### config.mk
export PLATFORM = sky130hd
export DESIGN_NAME = tile_grid_aspect_selector_flat
export DESIGN_NICKNAME = d
export VERILOG_FILES = /design/src/rtl/tgas_pkg.sv /design/src/rtl/tgas_if.sv /design/src/rtl/tgas_eval.sv /design/src/rtl/tile_grid_aspect_selector.sv /design/src/flat_wrapper.sv
export VERILOG_INCLUDE_DIRS = /design/src /design/src/rtl
export SDC_FILE = /design/constraint.sdc
export NUM_CORES = 2
export LEC_CHECK = 0
export BUFFER_PORTS_ARGS = -buffer_cell sky130_fd_sc_hd__clkbuf_2
export CELL_PAD_IN_SITES_DETAIL_PLACEMENT = 0
export CELL_PAD_IN_SITES_GLOBAL_PLACEMENT = 1
export CORE_ASPECT_RATIO = 1.25
export CORE_MARGIN = 4
export CORE_UTILIZATION = 45
export DETAILED_ROUTE_END_ITERATION = 8
export GPL_ROUTABILITY_DRIVEN = 0
export HOLD_SLACK_MARGIN = 0.15
export PLACE_DENSITY = 0.82
export SETUP_SLACK_MARGIN = 0.05
export SLEW_MARGIN = 20
export SYNTH_ARGS = -nofsm -noshare
export SYNTH_HDL_FRONTEND = slang
export SYNTH_HIERARCHICAL = 1
export SYNTH_SLANG_ARGS = --single-unit
### constraint.sdc
create_clock -name i_clk -period 17.22 [get_ports i_clk]
set_clock_uncertainty 0.1 [all_clocks]
set_input_delay 2.583 -clock i_clk [delete_from_list [all_inputs] [get_ports i_clk]]
set_output_delay 2.583 -clock i_clk [all_outputs]
set_load 0.02 [all_outputs]
### src/rtl/tile_grid_aspect_selector_macros.svh
// Assertion macros for the tile grid aspect selector.
// Used by the top level only; expects i_clk and i_rst_n in scope.
`ifndef TILE_GRID_ASPECT_SELECTOR_MACROS_SVH
`define TILE_GRID_ASPECT_SELECTOR_MACROS_SVH

// antecedent holds -> consequent holds in the same cycle
`define TGAS_ASSERT_NOW(label, ante, cons, msg) \
    label: assert property (@(posedge i_clk) disable iff (!i_rst_n) \
        (ante) |-> (cons)) else $error(msg);

// antecedent holds -> consequent holds in the next cycle
`define TGAS_ASSERT_NEXT(label, ante, cons, msg) \
    label: assert property (@(posedge i_clk) disable iff (!i_rst_n) \
        (ante) |=> (cons)) else $error(msg);

`endif

### src/rtl/tgas_pkg.sv
// Shared types and constants of the tile grid aspect selector.
// No dependencies.
package tgas_pkg;

    localparam int CNT_W      = 4;   // min_tiles / max_tiles
    localparam int TS_W       = 13;  // tile_size
    localparam int TS2_W      = 2 * TS_W;
    localparam int OUT_W      = 4;   // result fields
    localparam int CFG_DATA_W = 13;

    typedef enum logic [1:0] {
        CFG_MIN_TILES,
        CFG_MAX_TILES,
        CFG_TILE_SIZE,
        CFG_USE_THUMB
    } t_cfg_idx;

    localparam logic [CNT_W-1:0] MIN_TILES_RST = 4'd1;
    localparam logic [CNT_W-1:0] MAX_TILES_RST = 4'd12;
    localparam logic [TS_W-1:0]  TILE_SIZE_RST = 13'd448;
    localparam logic             USE_THUMB_RST = 1'b1;

    typedef struct packed {
        logic clear;     // start of a new image: drop the best grid
        logic cand_vld;  // a candidate grid is presented this cycle
    } t_eval_ctl;

endpackage

### src/rtl/tgas_if.sv
// Handshake channels of the tile grid aspect selector: image request,
// grid result and configuration write. Depends on tgas_pkg.
interface tgas_img_if import tgas_pkg::*; #(parameter int DIM_BITS = 16) ();
    logic                valid;
    logic                ready;
    logic [DIM_BITS-1:0] image_height;
    logic [DIM_BITS-1:0] image_width;

    modport source (output valid, output image_height, output image_width, input ready);
    modport sink   (input valid, input image_height, input image_width, output ready);
endinterface

interface tgas_grid_if import tgas_pkg::*; ();
    logic             valid;
    logic             ready;
    logic [OUT_W-1:0] tiles_across;
    logic [OUT_W-1:0] tiles_down;
    logic [OUT_W-1:0] image_total;

    modport source (output valid, output tiles_across, output tiles_down,
                    output image_total, input ready);
    modport sink   (input valid, input tiles_across, input tiles_down,
                    input image_total, output ready);
endinterface

interface tgas_cfg_if import tgas_pkg::*; ();
    logic                  valid;
    logic                  ready;
    t_cfg_idx              index;
    logic [CFG_DATA_W-1:0] data;

    modport source (output valid, output index, output data, input ready);
    modport sink   (input valid, input index, input data, output ready);
endinterface

### src/rtl/tgas_eval.sv
// Candidate evaluator: three-stage pipe that scores one grid per cycle and
// keeps the best one. Depends on tgas_pkg.
module tgas_eval import tgas_pkg::*; #(
    parameter int DIM_BITS = 16,
    parameter int CW       = 4
) (
    input  logic                  i_clk,
    input  logic                  i_rst_n,
    input  t_eval_ctl             i_ctl,
    input  logic [DIM_BITS-1:0]   i_w,
    input  logic [DIM_BITS-1:0]   i_h,
    input  logic [2*DIM_BITS:0]   i_area2,
    input  logic [TS2_W-1:0]      i_ts2,
    input  logic [CNT_W-1:0]      i_lo,
    input  logic [CW-1:0]         i_a,
    input  logic [CW-1:0]         i_b,
    input  logic [CW-1:0]         i_p,
    output logic [CW-1:0]         o_best_a,
    output logic [CW-1:0]         o_best_b,
    output logic                  o_best_vld
);

    localparam int EW   = DIM_BITS + CW;
    localparam int XW   = EW + CW;
    localparam int LW   = (CW > CNT_W) ? CW : CNT_W;
    localparam int LIMW = TS2_W + CW;
    localparam int AW   = 2 * DIM_BITS + 1;
    localparam int CMPW = (LIMW > AW) ? LIMW : AW;

    logic [CW-1:0]   w_mx;
    logic [LW-1:0]   w_key;

    logic            r1_vld;
    logic [EW-1:0]   r1_wb;
    logic [EW-1:0]   r1_ah;
    logic [LIMW-1:0] r1_lim;
    logic [CW-1:0]   r1_a, r1_b, r1_p;
    logic [LW-1:0]   r1_key;

    logic            r2_vld;
    logic [EW-1:0]   r2_err;
    logic            r2_t;
    logic [CW-1:0]   r2_a, r2_b, r2_p;
    logic [LW-1:0]   r2_key;

    logic            r_best_vld;
    logic [CW-1:0]   r_best_a, r_best_b, r_best_p;
    logic [EW-1:0]   r_best_err;
    logic            r_best_t;
    logic [LW-1:0]   r_best_key;

    logic [XW-1:0]   w_lhs, w_rhs;
    logic            w_tie_win;
    logic            w_take;

    // first pass of the enumeration that holds this grid
    assign w_mx  = (i_a > i_b) ? i_a : i_b;
    assign w_key = (LW'(w_mx) > LW'(i_lo)) ? LW'(w_mx) : LW'(i_lo);

    always_ff @(posedge i_clk) begin
        if (!i_rst_n) begin
            r1_vld <= 1'b0;
            r2_vld <= 1'b0;
        end else begin
            r1_vld <= i_ctl.cand_vld;
            r2_vld <= r1_vld;
        end
    end

    always_ff @(posedge i_clk) begin
        r1_wb  <= EW'(i_w) * EW'(i_b);
        r1_ah  <= EW'(i_a) * EW'(i_h);
        r1_lim <= LIMW'(i_ts2) * LIMW'(i_p);
        r1_a   <= i_a;
        r1_b   <= i_b;
        r1_p   <= i_p;
        r1_key <= w_key;

        r2_err <= (r1_wb >= r1_ah) ? (r1_wb - r1_ah) : (r1_ah - r1_wb);
        r2_t   <= CMPW'(i_area2) > CMPW'(r1_lim);
        r2_a   <= r1_a;
        r2_b   <= r1_b;
        r2_p   <= r1_p;
        r2_key <= r1_key;
    end

    // err/(h*b) compared by cross multiplication
    assign w_lhs = XW'(r2_err) * XW'(r_best_b);
    assign w_rhs = XW'(r_best_err) * XW'(r2_b);

    // equal error: ties favored by tile count (later wins) above the rest,
    // the rest by first appearance
    always_comb begin
        w_tie_win = 1'b0;
        if (r2_t != r_best_t) begin
            w_tie_win = r2_t;
        end else if (r2_p != r_best_p) begin
            w_tie_win = r2_t ? (r2_p > r_best_p) : (r2_p < r_best_p);
        end else if (r2_t) begin
            w_tie_win = r2_a > r_best_a;
        end else if (r2_key != r_best_key) begin
            w_tie_win = r2_key < r_best_key;
        end else begin
            w_tie_win = r2_a < r_best_a;
        end
    end

    assign w_take = r2_vld && (!r_best_vld || (w_lhs < w_rhs) ||
                               ((w_lhs == w_rhs) && w_tie_win));

    always_ff @(posedge i_clk) begin
        if (!i_rst_n) begin
            r_best_vld <= 1'b0;
            r_best_a   <= CW'(1);
            r_best_b   <= CW'(1);
        end else if (i_ctl.clear) begin
            r_best_vld <= 1'b0;
            r_best_a   <= CW'(1);
            r_best_b   <= CW'(1);
        end else if (w_take) begin
            r_best_vld <= 1'b1;
            r_best_a   <= r2_a;
            r_best_b   <= r2_b;
        end
    end

    always_ff @(posedge i_clk) begin
        if (w_take) begin
            r_best_err <= r2_err;
            r_best_p   <= r2_p;
            r_best_t   <= r2_t;
            r_best_key <= r2_key;
        end
    end

    assign o_best_a   = r_best_a;
    assign o_best_b   = r_best_b;
    assign o_best_vld = r_best_vld;

endmodule

### src/rtl/tile_grid_aspect_selector.sv
// Top level of the tile grid aspect selector: config registers, grid
// enumerator and result register. Depends on tgas_pkg, tgas_if, tgas_eval.
//
// Usage:
//   i_cfg  : register writes (min_tiles, max_tiles, tile_size, thumbnail enable),
//            always ready; write only while no image request is in flight.
//   i_img  : one request per image (height, width). Ready only when idle.
//   o_grid : one result per request (tiles_across, tiles_down, image_total).
// Sequence:
//   a setup state (w*h and tile_size^2), then one grid a x b per cycle with
//   a*b <= top, top = min(max_tiles, MAX_TILES): sum over a of floor(top/a)
//   grids (35 at top = 12); the drain state then empties the evaluator pipe
//   and the finish state loads the result. A new request is taken only after
//   the last one has loaded its result.
//   Zero height or zero top skips the walk and gives a 1x1 grid.
// Stall: the result register holds while o_grid.ready is low; the next
//   request is taken meanwhile and its result waits until the register frees.
// Reset: synchronous, active low; config returns to 1 / 12 / 448 / 1 and
//   the channels go idle.
`include "tile_grid_aspect_selector_macros.svh"

module tile_grid_aspect_selector import tgas_pkg::*; #(
    parameter int DIM_BITS  = 16,
    parameter int MAX_TILES = 12
) (
    input  logic              i_clk,
    input  logic              i_rst_n,
    tgas_cfg_if.sink          i_cfg,
    tgas_img_if.sink          i_img,
    tgas_grid_if.source       o_grid
);

    localparam int CW = $clog2(MAX_TILES + 1);
    localparam int TW = (CW > CNT_W) ? CW : CNT_W;

    typedef enum logic [2:0] {
        ST_IDLE,
        ST_SETUP,
        ST_RUN,
        ST_DRAIN,
        ST_FINISH
    } t_state;

    t_state                r_state;
    logic [CNT_W-1:0]      r_min_tiles;
    logic [CNT_W-1:0]      r_max_tiles;
    logic [TS_W-1:0]       r_tile_size;
    logic                  r_use_thumb;

    logic [DIM_BITS-1:0]   r_h, r_w;
    logic [2*DIM_BITS:0]   r_area2;
    logic [TS2_W-1:0]      r_ts2;
    logic [CW-1:0]         r_top;
    logic [CW-1:0]         r_a, r_b, r_p;
    logic                  r_drain;

    logic                  r_out_vld;
    logic [OUT_W-1:0]      r_out_across, r_out_down, r_out_batch;

    logic [TW-1:0]         w_max_ext;
    logic [CW-1:0]         w_top;
    logic [CW:0]           w_p_next, w_a_next;
    t_eval_ctl             w_ctl;
    logic [CW-1:0]         w_best_a, w_best_b;
    logic                  w_best_vld;
    logic [2*CW-1:0]       w_count;
    logic [2*CW:0]         w_batch;
    logic [2*CW-1:0]       w_run_prod;
    logic                  w_load;

    // configuration
    assign i_cfg.ready = 1'b1;

    always_ff @(posedge i_clk) begin
        if (!i_rst_n) begin
            r_min_tiles <= MIN_TILES_RST;
            r_max_tiles <= MAX_TILES_RST;
            r_tile_size <= TILE_SIZE_RST;
            r_use_thumb <= USE_THUMB_RST;
        end else if (i_cfg.valid && i_cfg.ready) begin
            case (i_cfg.index)
                CFG_MIN_TILES: r_min_tiles <= CNT_W'(i_cfg.data);
                CFG_MAX_TILES: r_max_tiles <= CNT_W'(i_cfg.data);
                CFG_TILE_SIZE: r_tile_size <= TS_W'(i_cfg.data);
                CFG_USE_THUMB: r_use_thumb <= i_cfg.data[0];
                default: ;
            endcase
        end
    end

    // enumerator
    assign w_max_ext = TW'(r_max_tiles);
    assign w_top     = (w_max_ext > TW'(MAX_TILES)) ? CW'(MAX_TILES) : CW'(w_max_ext);
    assign w_p_next  = (CW+1)'(r_p) + (CW+1)'(r_a);
    assign w_a_next  = (CW+1)'(r_a) + (CW+1)'(1);

    assign w_ctl.clear    = (r_state == ST_SETUP);
    assign w_ctl.cand_vld = (r_state == ST_RUN) && (TW'(r_p) >= TW'(r_min_tiles));

    tgas_eval #(
        .DIM_BITS (DIM_BITS),
        .CW       (CW)
    ) u_eval (
        .i_clk      (i_clk),
        .i_rst_n    (i_rst_n),
        .i_ctl      (w_ctl),
        .i_w        (r_w),
        .i_h        (r_h),
        .i_area2    (r_area2),
        .i_ts2      (r_ts2),
        .i_lo       (r_min_tiles),
        .i_a        (r_a),
        .i_b        (r_b),
        .i_p        (r_p),
        .o_best_a   (w_best_a),
        .o_best_b   (w_best_b),
        .o_best_vld (w_best_vld)
    );

    assign w_count = (2*CW)'(w_best_a) * (2*CW)'(w_best_b);
    assign w_batch = (2*CW+1)'(w_count) +
                     (2*CW+1)'(r_use_thumb && (w_count != (2*CW)'(1)));

    assign i_img.ready = (r_state == ST_IDLE);

    assign w_load = (r_state == ST_FINISH) && (!r_out_vld || o_grid.ready);

    always_ff @(posedge i_clk) begin
        if (!i_rst_n) begin
            r_state   <= ST_IDLE;
            r_out_vld <= 1'b0;
        end else begin
            if (w_load) begin
                r_out_vld <= 1'b1;
            end else if (o_grid.ready) begin
                r_out_vld <= 1'b0;
            end
            case (r_state)
                ST_IDLE: begin
                    if (i_img.valid) begin
                        r_h     <= i_img.image_height;
                        r_w     <= i_img.image_width;
                        r_state <= ST_SETUP;
                    end
                end
                ST_SETUP: begin
                    r_area2 <= {(2*DIM_BITS)'(r_w) * (2*DIM_BITS)'(r_h), 1'b0};
                    r_ts2   <= TS2_W'(r_tile_size) * TS2_W'(r_tile_size);
                    r_top   <= w_top;
                    r_a     <= CW'(1);
                    r_b     <= CW'(1);
                    r_p     <= CW'(1);
                    r_drain <= 1'b0;
                    r_state <= ((r_h != '0) && (w_top != '0)) ? ST_RUN : ST_DRAIN;
                end
                ST_RUN: begin
                    if (w_p_next <= (CW+1)'(r_top)) begin
                        r_b <= r_b + CW'(1);
                        r_p <= CW'(w_p_next);
                    end else if (w_a_next <= (CW+1)'(r_top)) begin
                        r_a <= CW'(w_a_next);
                        r_b <= CW'(1);
                        r_p <= CW'(w_a_next);
                    end else begin
                        r_state <= ST_DRAIN;
                    end
                end
                ST_DRAIN: begin
                    r_drain <= 1'b1;
                    if (r_drain) begin
                        r_state <= ST_FINISH;
                    end
                end
                ST_FINISH: begin
                    if (w_load) begin
                        r_out_across <= OUT_W'(w_best_a);
                        r_out_down   <= OUT_W'(w_best_b);
                        r_out_batch  <= OUT_W'(w_batch);
                        r_state      <= ST_IDLE;
                    end
                end
                default: r_state <= ST_IDLE;
            endcase
        end
    end

    assign o_grid.valid        = r_out_vld;
    assign o_grid.tiles_across = r_out_across;
    assign o_grid.tiles_down   = r_out_down;
    assign o_grid.image_total  = r_out_batch;

    assign w_run_prod = (2*CW)'(r_a) * (2*CW)'(r_b);

    `TGAS_ASSERT_NEXT(a_accept_setup, i_img.valid && i_img.ready, r_state == ST_SETUP, "accepted request did not enter setup")
    `TGAS_ASSERT_NOW(a_run_product, r_state == ST_RUN, w_run_prod == (2*CW)'(r_p), "enumerator tile count out of step")
    `TGAS_ASSERT_NOW(a_best_in_range, (r_state == ST_FINISH) && w_best_vld, (w_count <= (2*CW)'(r_top)) && ((2*CW+CNT_W)'(w_count) >= (2*CW+CNT_W)'(r_min_tiles)), "chosen grid outside tile count range")

endmodule
### src/flat_wrapper.sv
// flat-port wrapper written by rule: the top's interface ports become plain ports
module tile_grid_aspect_selector_flat import tgas_pkg::*;
#(
    parameter int DIM_BITS  = 16,
    parameter int MAX_TILES = 12
)
  (i_clk, i_rst_n, i_cfg_valid, i_cfg_index, i_cfg_data, i_cfg_ready, i_img_valid, i_img_image_height, i_img_image_width, i_img_ready, o_grid_valid, o_grid_tiles_across, o_grid_tiles_down, o_grid_image_total, o_grid_ready);
  tgas_cfg_if i_cfg_i ();
  tgas_img_if #(.DIM_BITS(DIM_BITS)) i_img_i ();
  tgas_grid_if o_grid_i ();
  input  logic i_clk;
  input  logic i_rst_n;
  input wire logic [$bits(i_cfg_i.valid)-1:0] i_cfg_valid;
  input wire logic [$bits(i_cfg_i.index)-1:0] i_cfg_index;
  input wire logic [$bits(i_cfg_i.data)-1:0] i_cfg_data;
  output wire logic [$bits(i_cfg_i.ready)-1:0] i_cfg_ready;
  input wire logic [$bits(i_img_i.valid)-1:0] i_img_valid;
  input wire logic [$bits(i_img_i.image_height)-1:0] i_img_image_height;
  input wire logic [$bits(i_img_i.image_width)-1:0] i_img_image_width;
  output wire logic [$bits(i_img_i.ready)-1:0] i_img_ready;
  output wire logic [$bits(o_grid_i.valid)-1:0] o_grid_valid;
  output wire logic [$bits(o_grid_i.tiles_across)-1:0] o_grid_tiles_across;
  output wire logic [$bits(o_grid_i.tiles_down)-1:0] o_grid_tiles_down;
  output wire logic [$bits(o_grid_i.image_total)-1:0] o_grid_image_total;
  input wire logic [$bits(o_grid_i.ready)-1:0] o_grid_ready;
  assign i_cfg_i.valid = i_cfg_valid;
  assign i_cfg_i.index = i_cfg_index;
  assign i_cfg_i.data = i_cfg_data;
  assign i_cfg_ready = i_cfg_i.ready;
  assign i_img_i.valid = i_img_valid;
  assign i_img_i.image_height = i_img_image_height;
  assign i_img_i.image_width = i_img_image_width;
  assign i_img_ready = i_img_i.ready;
  assign o_grid_valid = o_grid_i.valid;
  assign o_grid_tiles_across = o_grid_i.tiles_across;
  assign o_grid_tiles_down = o_grid_i.tiles_down;
  assign o_grid_image_total = o_grid_i.image_total;
  assign o_grid_i.ready = o_grid_ready;
  tile_grid_aspect_selector #(.DIM_BITS(DIM_BITS), .MAX_TILES(MAX_TILES)) u_core (.i_clk(i_clk), .i_rst_n(i_rst_n), .i_cfg(i_cfg_i), .i_img(i_img_i), .o_grid(o_grid_i));
endmodule
==> results.md <==
* Status: complete, no violations
* Initial antenna violation count at 0
* Arrival @ worst endpoint at slightly above 7 ns
* Die width at 268 µm
* Tcrit/Tclk final at 0.404
* Max-cap viol count at 0
* Setup violators final at 0
* Fraction of layout cells with a size suffix above 1 at 0.0436
* DR pass1 iterations at 7
* Total clock sinks at 307
* Main combinational cell family by area after synthesis: adder cells
* Avg Cell Area, Syn at 9.11 µm²
* CP Data Required Time at 17.31 ns
* Distinct cells, synth at 84
* Initial Util at 0.456
* Post-Synth Simple-Gate Area at 0.160
* Vias at 27300
* Yosys top cell by area: fa_1
* Crit-path max FO at 29
* Largest net degree at the start of global routing at 62
* Post-synth ARST share at 0
* CTS Root Cell: clkbuf_16
* Setup TNS at 0 ns
* NumNets Final at between 5000 and 6000
* Post-synthesis mux area share at 0.00717
* Worst Hold Class: flip-flop to flip-flop
* CTS Buf Count at 35
* Synth Area in XOR/XNOR at 0.0379
* # fillers at ~7900
* F_max at 0.144 GHz
* Min Hold Slack at 0.226 ns
* Clock Latency Late Sink at approximately 0.56 ns
* Post-synthesis adder-cell area fraction at 0.401
* Worst-margin pin slew at 1.08 ns
* Total track usage at 0.193
* CTS Hold Bufs at 0
* CP endpoint kind: flip-flop
* R2r startpoint: u_core/u_eval/r2_b[3]
* Rel. slew slack at 0.280
* Worst path bufs/invs at 2
* Core area at 83100 µm²
* Clock transition at path regs at about 0.060 ns
* Reg2Reg Depth at 21
* CP delay by family, top: compound AO/OA/AOI/OAI gates
* Number of enable flip-flop cells after synthesis at 147
* Core Rows at approximately 120
* FF+latch count, synth at 307
* Number of global-route vias before repair at 29000
* Die Area at roughly 89000 µm²
* Reg2Reg Setup Slack at 10.26 ns
* Synth Area in Compound Gates at 0.102
* Setup crit start kind: flip-flop
* Slowest cell on crit path: dfxtp_1
* Post-synthesis cell area at 37900 µm²
* CTS tree: yes
* N_diodes at 0
* Max-slew violations at 0
* Routed Wire Length at 83.5 mm
* # DRC at 0
* Fin. Hold Viols at 0
* Worst Hold Depth at 0
* Unrepaired setup endpoints after global routing: false
* I/O pins at 67
* Hold path endpoint: u_core/u_eval/r2_p[0]
* First-pass GRT wire length at 142 mm
* Hpwl dp at 66.2 mm
* PortBufs at 65
* WS Path Type: flip-flop to flip-flop
* Min cycle time layout at about 7.0 ns
* Hold Crit Start: u_core/u_eval/r1_p[0]
* Post-CTS Setup Inserts at 0
* H-tree Lvls at 2
* Drt via density at between 5 and 6
* GRT overflow at 0
* Seq/Total Area, Yosys at 0.201
* P&R area growth vs syn at 6.76%
* WL/cell at 15.9 µm
* Die outline height at 332 µm
* Resized Gates After CTS at 0
* CTS Buffer Depth at 3
* DRT iter0 DRCs at 1061
* Capturing point of the worst reg2reg path: u_core/u_eval/r_best_p[1]
* Antenna viol nets, final at 0
* Synth Flop Type: dfxtp_1
* CP Cell Sequence: nand2_1 -> fa_1 -> fa_1 -> inv_1 -> ha_1 -> a211oi_1 -> nor4b_1 -> nor4b_1 -> o211ai_1 -> a31oi_1 -> nor2b_1 -> o21ai_0 -> a31o_2 -> xor2_1 -> ha_1 -> nand4_1 -> nor4_1 -> o2111ai_1 -> o31ai_1 -> a21oi_2 -> inv_2
* Delay of the slowest critical-path stage at 0.79 ns
* Yosys top cell area share at 0.251
* YS warnings at 6
* Synthesized netlist cell count at just over 4000
* Top cells by area, synth: fa_1 25%, ha_1 15%, edfxtp_1 12%
==> how the worst max path moves through the flow <==
stage / start / endpoint / slack [ns] / depth (start not counted)
floorplan: i_rst_n / u_core/r_h[0] / 10.55 / 2
global placement: u_core/u_eval/r2_b[2] / u_core/u_eval/r_best_err[4] / 9.71 / 21
detailed placement: u_core/u_eval/r2_b[3] / u_core/u_eval/r_best_key[0] / 9.97 / 21
CTS: u_core/u_eval/r2_b[3] / u_core/u_eval/r_best_p[1] / 9.93 / 21
global route: u_core/u_eval/r2_b[3] / u_core/u_eval/r_best_err[18] / 9.74 / 21
finish: u_core/u_eval/r2_b[3] / u_core/u_eval/r_best_p[1] / 10.26 / 21
==> layout make-up <==
type / count / area (µm²) / share of cell area
Sequential cell: 307 / 7620 / 0.188
Timing Repair Buffer: 83 / 460 / 0.0114
Inverter: 778 / 2920 / 0.0722
Clock inverter: 22 / 241 / 0.00597
Clock buffer: 42 / 986 / 0.0244
Tap cell: 1080 / 1350 / 0.0334
Multi-Input combinational cell: 2945 / 26900 / 0.664
==> cells by family (layout without fill, tap and decap cells) <==
family	Yosys count	in the layout
and+or+nand+nor	1226	1226
adders and majority gates	929	929
buffers and inverters	909	925
AOI/OAI and AO/OA	594	594
DFF	307	307
xor gates and xnor gates	164	164
muxes	26	26
other	2	6
==> synthesized netlist by cell type (23+ instances only) <==
cell type,number
fa_1,475
xnor2_1,105
a21o_1,99
nand2b_1,25
ha_1,454
and3_1,23
inv_1,777
nand4_1,36
nor2b_1,34
clkbuf_1,119
a21oi_1,195
nand3_1,36
nor2_1,130
o21a_1,28
nand2_1,496
edfxtp_1,147
o21bai_1,25
dfxtp_1,160
and2_1,368
nor3_1,33
xor2_1,59
o21ai_0,100
==> state kept, by name (all words and copies together), names as in the netlist, 13 cells and up <==
signal and cells:
u_core/u_eval/r_best_err 20, u_core/u_eval/r1_ah 20, u_core/r_ts2 25, u_core/r_h 16, u_core/u_eval/r1_wb 20, u_core/u_eval/r2_err 20
u_core/u_eval/r1_lim 30, u_core/r_area2 32, u_core/r_tile_size 13, u_core/r_w 16
==> stage by stage <==
| stage | utilization | cells | setup WS (ns) | cell area [µm²] |
|---|---|---|---|---|
| 6_report | 0.487 | 5257 | 10.26 | 40400 |
| 5_1_grt | 0.487 | 5257 | 9.74 | 40400 |
| 4_1_cts | 0.487 | 5257 | 9.93 | 40400 |
| 3_5_place_dp | 0.472 | 5193 | 9.97 | 39200 |
| 3_3_place_gp | 0.472 | 5193 | 9.71 | 39200 |
| 2_1_floorplan | - | 4161 | 10.55 | 37900 |
==> metal layers <==
metal | part of all wire | global-route usage
met1 | 0.39 | 0.220
met3 | 0.027 | 0.0159
met2 | 0.55 | 0.374
met4 | 0.034 | 0.0667
met5 | 0 | 0
==> cells in the final DEF (no fill, tap or decap), types with 21 or more instances in the layout <==
cell	synthesis	routed
nor2_1	130	129
nand4_1	36	36
dfxtp_1	160	160
clkbuf_16	0	38
xor2_1	59	59
ha_1	454	454
clkbuf_2	1	65
nor2b_1	34	34
o21a_1	28	28
a21o_1	99	99
edfxtp_1	147	147
o21bai_1	25	25
a31oi_1	21	21
o21ai_0	100	100
nand2_1	496	496
nor3_1	33	32
inv_1	777	776
nand3_1	36	36
fa_1	475	475
and3_1	23	23
nand2b_1	25	25
a211oi_1	22	22
and2_1	368	368
xnor2_1	105	105
a21oi_1	195	194
Power is not shown: default switching activity piles up to over one toggle a cycle in this logic, so the estimate is an artifact.
